### src/design/bmt_pkg.sv
// bmt_pkg: shared types for the breakpoint match table
`timescale 1ns / 1ps
`default_nettype none

package bmt_pkg;

  // command codes of an input item
  localparam logic CMD_REGISTER = 1'b0;
  localparam logic CMD_CHECK    = 1'b1;

  // one input item
  typedef struct packed {
    logic        cmd;
    logic [31:0] class_id;
    logic [31:0] method_id;
    logic [15:0] code_offset;
    logic [31:0] request_id;
  } item_t;

  // one result item
  typedef struct packed {
    logic        register_ok;
    logic        hit;
    logic [31:0] hit_request;
    logic        is_halted;
  } result_t;

  // one breakpoint entry as held in the slot memory
  typedef struct packed {
    logic [31:0] class_id;
    logic [31:0] method_id;
    logic [15:0] code_offset;
    logic [31:0] request_id;
  } slot_t;

  localparam int unsigned SlotW = $bits(slot_t);

  // controller to datapath commands
  typedef struct packed {
    logic load;         // capture the input item
    logic finish_reg;   // store the entry if room and report
    logic finish_miss;  // report no hit
    logic finish_hit;   // report a hit and set the halted flag
    logic idx_init;     // point the scan at the newest slot
    logic idx_dec;      // step the scan to the next older slot
    logic rd_en;        // read the slot under the scan pointer
  } dp_cmd_t;

  // datapath to controller status
  typedef struct packed {
    logic is_check;
    logic halted;
    logic empty;
    logic match;
    logic idx_zero;
  } dp_status_t;

  // controller states
  typedef enum logic [3:0] {
    S_IDLE   = 4'b0001,
    S_DECIDE = 4'b0010,
    S_READ   = 4'b0100,
    S_CMP    = 4'b1000
  } state_e;

endpackage

`default_nettype wire

### src/design/breakpoint_match_table.sv
// breakpoint_match_table: top level of the breakpoint match table
//
// Usage: an item on item_i is taken at a clock edge with start_i high and
// busy_o low. A register item stores its location and request id in the next
// free slot; a check item compares the location with the used slots, newest
// first, and the first match reports its request id and sets the sticky
// halted flag. Checks while halted report no hit.
// Exactly one result per item appears on result_o for one cycle, marked by
// result_valid_o; the receiver takes it at the end of that cycle and has no
// means to hold it off.
// A register item, or a check while halted or with an empty table, is finished
// from the decide state; any other check steps through the used slots, newest
// first, reading one slot from the slot memory and then comparing it on the
// registered read data, until a match or the oldest slot. One item is in
// flight at a time;
// busy_o falls as the result strobe rises, so the next item may be taken in
// the cycle its predecessor's result is shown.
// Reset empties the table and clears the halted flag; no clearing pass runs,
// the slot memory is only read below the fill count.
`timescale 1ns / 1ps
`default_nettype none

module breakpoint_match_table #(
  parameter int unsigned SLOTS = 16
) (
  input  wire logic             clk_i,
  input  wire logic             rst_ni,
  input  wire logic             start_i,
  output logic                  busy_o,
  input  wire bmt_pkg::item_t   item_i,
  output bmt_pkg::result_t      result_o,
  output logic                  result_valid_o
);

  import bmt_pkg::*;

  dp_cmd_t    dp_cmd;
  dp_status_t dp_status;
  logic       ctrl_busy;

  // sequencing
  bmt_ctrl u_ctrl (
    .clk_i    (clk_i),
    .rst_ni   (rst_ni),
    .start_i  (start_i),
    .busy_o   (ctrl_busy),
    .status_i (dp_status),
    .cmd_o    (dp_cmd)
  );

  // storage and compare
  bmt_datapath #(
    .SLOTS (SLOTS)
  ) u_datapath (
    .clk_i          (clk_i),
    .rst_ni         (rst_ni),
    .item_i         (item_i),
    .cmd_i          (dp_cmd),
    .status_o       (dp_status),
    .result_o       (result_o),
    .result_valid_o (result_valid_o)
  );

  assign busy_o = ctrl_busy;

endmodule

`default_nettype wire

### src/design/bmt_ram.sv
// bmt_ram: generic single write port, single read port ram with registered read
`timescale 1ns / 1ps
`default_nettype none

module bmt_ram #(
  parameter int unsigned Width = 8,
  parameter int unsigned Depth = 16,
  localparam int unsigned AddrW = (Depth > 1) ? $clog2(Depth) : 1
) (
  input  wire logic             clk_i,
  input  wire logic             we_i,
  input  wire logic [AddrW-1:0] waddr_i,
  input  wire logic [Width-1:0] wdata_i,
  input  wire logic             re_i,
  input  wire logic [AddrW-1:0] raddr_i,
  output logic      [Width-1:0] rdata_o
);

  logic [Width-1:0] mem_q [Depth];

  // write port
  always_ff @(posedge clk_i) begin
    if (we_i) begin
      mem_q[waddr_i] <= wdata_i;
    end
  end

  // registered read port
  always_ff @(posedge clk_i) begin
    if (re_i) begin
      rdata_o <= mem_q[raddr_i];
    end
  end

endmodule

`default_nettype wire

### src/design/bmt_ctrl.sv
// bmt_ctrl: state machine sequencing register and check items
`timescale 1ns / 1ps
`default_nettype none

module bmt_ctrl (
  input  wire logic                clk_i,
  input  wire logic                rst_ni,
  input  wire logic                start_i,
  output logic                     busy_o,
  input  wire bmt_pkg::dp_status_t status_i,
  output bmt_pkg::dp_cmd_t         cmd_o
);

  import bmt_pkg::*;

  state_e state_q, state_d;

  // state register
  always_ff @(posedge clk_i or negedge rst_ni) begin
    if (!rst_ni) begin
      state_q <= S_IDLE;
    end else begin
      state_q <= state_d;
    end
  end

  // next state and commands
  always_comb begin
    state_d = state_q;
    cmd_o   = '0;
    unique case (state_q)
      S_IDLE: begin
        if (start_i) begin
          cmd_o.load = 1'b1;
          state_d    = S_DECIDE;
        end
      end
      S_DECIDE: begin
        if (!status_i.is_check) begin
          cmd_o.finish_reg = 1'b1;
          state_d          = S_IDLE;
        end else if (status_i.halted || status_i.empty) begin
          cmd_o.finish_miss = 1'b1;
          state_d           = S_IDLE;
        end else begin
          cmd_o.idx_init = 1'b1;
          state_d        = S_READ;
        end
      end
      S_READ: begin
        cmd_o.rd_en = 1'b1;
        state_d     = S_CMP;
      end
      S_CMP: begin
        if (status_i.match) begin
          cmd_o.finish_hit = 1'b1;
          state_d          = S_IDLE;
        end else if (status_i.idx_zero) begin
          cmd_o.finish_miss = 1'b1;
          state_d           = S_IDLE;
        end else begin
          cmd_o.idx_dec = 1'b1;
          state_d       = S_READ;
        end
      end
      default: begin
        state_d = S_IDLE;
      end
    endcase
  end

  assign busy_o = (state_q != S_IDLE);

endmodule

`default_nettype wire

### src/design/bmt_datapath.sv
// bmt_datapath: slot memory, fill count, halted flag, scan pointer and result register
`timescale 1ns / 1ps
`default_nettype none

module bmt_datapath #(
  parameter int unsigned SLOTS = 16
) (
  input  wire logic             clk_i,
  input  wire logic             rst_ni,
  input  wire bmt_pkg::item_t   item_i,
  input  wire bmt_pkg::dp_cmd_t cmd_i,
  output bmt_pkg::dp_status_t   status_o,
  output bmt_pkg::result_t      result_o,
  output logic                  result_valid_o
);

  import bmt_pkg::*;

  localparam int unsigned IdxW = (SLOTS > 1) ? $clog2(SLOTS) : 1;
  localparam int unsigned CntW = $clog2(SLOTS + 1);

  item_t           item_q;
  logic [CntW-1:0] used_q, used_d;
  logic            halt_q, halt_d;
  logic [IdxW-1:0] idx_q, idx_d;
  result_t         result_q, result_d;
  logic            valid_q, valid_d;
  logic            full;
  logic            wr_en;
  slot_t           wr_slot;
  slot_t           rd_slot;

  // captured item, command and payload
  always_ff @(posedge clk_i) begin
    if (cmd_i.load) begin
      item_q <= item_i;
    end
  end

  assign full  = (used_q == CntW'(SLOTS));
  assign wr_en = cmd_i.finish_reg && !full;

  assign wr_slot.class_id    = item_q.class_id;
  assign wr_slot.method_id   = item_q.method_id;
  assign wr_slot.code_offset = item_q.code_offset;
  assign wr_slot.request_id  = item_q.request_id;

  // slot memory, written at the fill count, read at the scan pointer
  bmt_ram #(
    .Width (SlotW),
    .Depth (SLOTS)
  ) u_slots (
    .clk_i   (clk_i),
    .we_i    (wr_en),
    .waddr_i (used_q[IdxW-1:0]),
    .wdata_i (wr_slot),
    .re_i    (cmd_i.rd_en),
    .raddr_i (idx_q),
    .rdata_o (rd_slot)
  );

  // fill count, halted flag and scan pointer
  always_comb begin
    used_d = used_q;
    halt_d = halt_q;
    idx_d  = idx_q;
    if (wr_en) begin
      used_d = used_q + CntW'(1);
    end
    if (cmd_i.finish_hit) begin
      halt_d = 1'b1;
    end
    if (cmd_i.idx_init) begin
      idx_d = IdxW'(used_q - CntW'(1));
    end else if (cmd_i.idx_dec) begin
      idx_d = idx_q - IdxW'(1);
    end
  end

  always_ff @(posedge clk_i or negedge rst_ni) begin
    if (!rst_ni) begin
      used_q <= '0;
      halt_q <= 1'b0;
      idx_q  <= '0;
    end else begin
      used_q <= used_d;
      halt_q <= halt_d;
      idx_q  <= idx_d;
    end
  end

  // result formation
  always_comb begin
    result_d             = result_q;
    valid_d              = 1'b0;
    if (cmd_i.finish_reg) begin
      result_d.register_ok = !full;
      result_d.hit         = 1'b0;
      result_d.hit_request = '0;
      result_d.is_halted   = halt_q;
      valid_d              = 1'b1;
    end else if (cmd_i.finish_miss) begin
      result_d.register_ok = 1'b0;
      result_d.hit         = 1'b0;
      result_d.hit_request = '0;
      result_d.is_halted   = halt_q;
      valid_d              = 1'b1;
    end else if (cmd_i.finish_hit) begin
      result_d.register_ok = 1'b0;
      result_d.hit         = 1'b1;
      result_d.hit_request = rd_slot.request_id;
      result_d.is_halted   = 1'b1;
      valid_d              = 1'b1;
    end
  end

  always_ff @(posedge clk_i) begin
    result_q <= result_d;
  end

  always_ff @(posedge clk_i or negedge rst_ni) begin
    if (!rst_ni) begin
      valid_q <= 1'b0;
    end else begin
      valid_q <= valid_d;
    end
  end

  // status to the controller
  assign status_o.is_check = (item_q.cmd == CMD_CHECK);
  assign status_o.halted   = halt_q;
  assign status_o.empty    = (used_q == '0);
  assign status_o.match    = (rd_slot.class_id == item_q.class_id) &&
                             (rd_slot.method_id == item_q.method_id) &&
                             (rd_slot.code_offset == item_q.code_offset);
  assign status_o.idx_zero = (idx_q == '0);

  assign result_o       = result_q;
  assign result_valid_o = valid_q;

endmodule

`default_nettype wire

### config.mk
export PLATFORM = sky130hd
export DESIGN_NAME = breakpoint_match_table
export DESIGN_NICKNAME = d
export VERILOG_FILES = /design/src/design/bmt_pkg.sv /design/src/design/breakpoint_match_table.sv /design/src/design/bmt_ram.sv /design/src/design/bmt_ctrl.sv /design/src/design/bmt_datapath.sv
export SDC_FILE = /design/constraint.sdc
export NUM_CORES = 2
export LEC_CHECK = 0
export BUFFER_PORTS_ARGS = -buffer_cell sky130_fd_sc_hd__buf_2
export CAP_MARGIN = 20
export CORE_UTILIZATION = 35
export DETAILED_ROUTE_END_ITERATION = 8
export GPL_TIMING_DRIVEN = 1
export PLACE_DENSITY = 0.54
export SLEW_MARGIN = 20
export SYNTH_ARGS = -nofsm -noshare
export SYNTH_HDL_FRONTEND = slang
export SYNTH_SLANG_ARGS = --single-unit
### constraint.sdc
create_clock -name clk_i -period 15.8 [get_ports clk_i]
set_input_delay 0.79 -clock clk_i [delete_from_list [all_inputs] [get_ports clk_i]]
set_output_delay 0.79 -clock clk_i [all_outputs]
set_load 0.03 [all_outputs]
==> results by group <==
Synth
  – Post-synth EDFFs: 2019
  – Area contributors post-synth: edfxtp_1 77%, mux4_2 6.4%, mux2i_1 4.3%, mux2_2 1.6%, o21ai_0 1.3%
  – Syn Nets: 4059
  – Synth area leader: edfxtp_1
  – Top-count cell post-synth: edfxtp_1
  – Syn_area_per_cell: 20.0 µm²
  – Yosys top cell area share: 77.0%
  – Synth unique cells: 54
  – Asr flop ratio synth: 0.726%
  – Post-synthesis sequential area ratio: 78.3%
  – Yosys reg bits: 2067
  – Yosys warnings: 0
  – Cell area after synthesis: 78700 µm²
  – Synth Flop Type: edfxtp_1
  – Post-Syn Instances: 3938
  – Synth top cells by count: 2019 x edfxtp_1, 337 x mux2i_1, 224 x mux4_2

Critical path
  – CP Launch Type: flop
  – Slowest-stage cell, CP: buf_4
  – CP most frequent cell: buf_4
  – CP Capture Type: flop
  – Critical Path RT: 16.37 ns
  – R2R cell count: 8
  – CP arrival: 5.04 ns
  – CP Cell Sequence: buf_4 -> buf_4 -> buf_4 -> mux2_2 -> o21ai_0 -> a21oi_1 -> a22oi_1 -> o21ai_0
  – R2r setup slk: 11.34 ns
  – Worst stage delay on the critical path: 0.84 ns
  – Critical setup path kind: flop to flop
  – CP Max Fanout: 53

Placement
  – Post-DP Area: 83100 µm²
  – Dpl hpwl: 102 mm
  – Cell count after placement: 6931
  – Placement Setup Slack: 11.25 ns
  – Final GP Congestion: 0.722
  – Port bufs: 152

CTS
  – Resized cells post-CTS: 0
  – Max Root-Sink Buffers: 3
  – CTS root buf: clkbuf_16
  – Setup Fix Bufs, Post-CTS: 0
  – Clk_lat worst skew: 0.86 ns
  – CTS H-tree depth: 4
  – CTS clock-pin slew for the worst setup and hold paths: 0.06 ns
  – CTS tree: yes
  – TritonCTS Buffers: 213
  – Clk sinks: 2067

STA
  – Fin Hold WS: 0.100 ns
  – Final setup fails: 0
  – Fin crit share: 28.2%
  – Final Critical Period: 4.46 ns
  – Hold Vio Cnt, Final: 0
  – Worst relative slew slack: 27.2%
  – Worst Tran Pin Value: 1.09 ns
  – Slew Viols, Final: 0
  – RSZ-0062 raised after global routing: no
  – Fmax: 0.224 GHz
  – Setup tns final: 0 ns
  – Final clock skew: 0.0342 ns
  – PnR worst setup slack: 11.34 ns

Floorplanning
  – Initial Util: 35.3%
  – Row cnt: 173
  – Core area: 223000 µm²
  – Ports: 153
  – Full die area: 227000 µm²
  – Die extent in x: 476 µm
  – Die height: 476 µm

Pwr
  – Pleak: 27.7 nW
  – Pwr/cell area: 164 nW/µm²
  – Worst IR drop on VDD: 0.145 mV

Global route
  – Global Route Usage Sum: 18.1%
  – Antenna violations before repair: 16
  – First-pass GRT wire length: 295 mm
  – Grt ovf: 0
  – Number of global-route vias before repair: 39800
  – Largest net degree at the start of global routing: 114

Worst hold path
  – Hold-critical path depth: 1
  – HP Class: input pin to flop

Detailed routing
  – Drt first pass iters: 6
  – Vias per inst: 5.36
  – 1st-iter DRT viols: 3919
  – DR WL/cell: 28.5 µm
  – Total wire length: 209 mm
  – Antenna Nets Post-Route: 0
  – Routed vias: 39200
  – DRC: 0

Cells and area
  – Nets: 4293
  – Area Overhead vs Synth: 14.1%
  – Final Cell Area: 89900 µm²
  – Final non-filler cell total: 7318
  – Fraction of layout instances using a drive strength above 1: 21.2%

Flow run
  – Max-cap violation count: 0

Status
  – Status: completed
sequential cells by signal (all words and copies together) (netlist names):
| name | count |
|---|---|
| u_datapath.u_slots.mem_q | 1792 |
| u_datapath.item_q | 112 |
| u_datapath.u_slots.rdata_o | 112 |
| u_datapath.result_o | 35 |
| u_datapath.used_q | 5 |
| u_ctrl.state_q | 4 |
| u_datapath.idx_q | 4 |
| u_datapath.halt_q | 1 |
| u_datapath.result_valid_o | 1 |
| u_datapath.status_o | 1 |
worst paths after layout:
path	startpoint	endpoint
max in group asynchronous	rst_ni	u_ctrl.state_q[0]$_DFFE_PN1P_
worst min-delay path	item_i[23]	u_datapath.item_q[23]$_DFFE_PP_
worst max register to register	u_datapath.idx_q[0]$_DFFE_PN0P_	u_datapath.u_slots.rdata_o[12]$_DFFE_PP_
worst min register to register	u_datapath.result_o[26]$_SDFFE_PP0P_	u_datapath.result_o[26]$_SDFFE_PP0P_
min in group asynchronous	rst_ni	u_datapath.idx_q[2]$_DFFE_PN0P_
worst max-delay path	u_datapath.idx_q[0]$_DFFE_PN0P_	u_datapath.u_slots.rdata_o[12]$_DFFE_PP_
worst max-delay path: cells and delay by family, from the launching register on:
kind,cells,cell delay (ns)
multiplexers,1,0.39
buffers and inverters,3,2.24
flip-flops,1,0.80
AO/OA/AOI/OAI,4,0.52
layout by cell type, fill, tap and decap left out, drive strengths merged, types with 2 or more instances in the layout:
cell	count
edfxtp	2019
mux2i	337
clkbuf	281
buf	236
o21ai	230
mux4	224
nor2	132
a21oi	116
a221oi	112
mux2	112
a22oi	112
xnor2	85
clkinv	70
nand4	53
dfxtp	33
o31ai	32
a211oi	32
bufinv	17
dfrtp	14
inv	14
nand2	11
nor3	11
nand2b	8
nor4	6
ha	5
clkinvlp	5
nand3	5
diode	3
o211ai	3
nor4b	3
nand3b	3
or2	2
a31oi	2
a21boi	2
and2	2
nor3b	2
cells by family (layout without fill, tap and decap cells):
family          Yosys count  in the layout  share of synthesized area, %
mux                     673            673                          12.3
simple gates            242            242                          1.60
compound gates          643            643                          5.41
buf+inv                 222            624                          1.35
other cells               0              3                             0
flops                  2067           2067                          78.3
fa+ha+maj                 5              5                        0.0794
xor+xnor                 86             86                         0.957
cell type report:
class	count	area (µm²)
inverter	4	15.0
sequential	2067	61700
clock inverter	102	1050
tap	2975	3720
fill	19900	133000
clock buffer	281	5670
multi-input combinational	1649	16200
antenna	3	7.51
timing repair buffer	237	1560
per-layer routing:
| metal | vias up | GRT usage, % | routed length (µm) | part of all wire, % |
|---|---|---|---|---|
| li1 | 16700 | - | - | - |
| met1 | 21000 | 25.7 | 92900 | 45 |
| met2 | 1241 | 28.6 | 98300 | 47 |
| met3 | 284 | 3.18 | 13200 | 6.3 |
| met4 | 8 | 4.45 | 4210 | 2.0 |
| met5 | - | 0 | 60 | 0.029 |
where the power goes:
| part | internal, mW | switching (mW) | leakage [nW] |
|---|---|---|---|
| clock | 2.80 | 2.10 | 3.25 |
| combinational | 1.18 | 1.83 | 5.83 |
| sequential | 6.47 | 0.339 | 18.6 |
stage by stage:
step | utilization, % | power [mW]
2_1_floorplan | - | 8.93
3_3_place_gp | 37.3 | 9.94
3_5_place_dp | 37.3 | 9.97
4_1_cts | 40.3 | 14.9
5_1_grt | 40.3 | 15.3
6_report | 40.3 | 14.7
repair_timing:
item	4_1_cts	5_1_grt
setup endpoints to repair	0	0
hold buffers	1	0
endpoints found under the hold margin	14	0
Power figures use the tool's default switching activity.
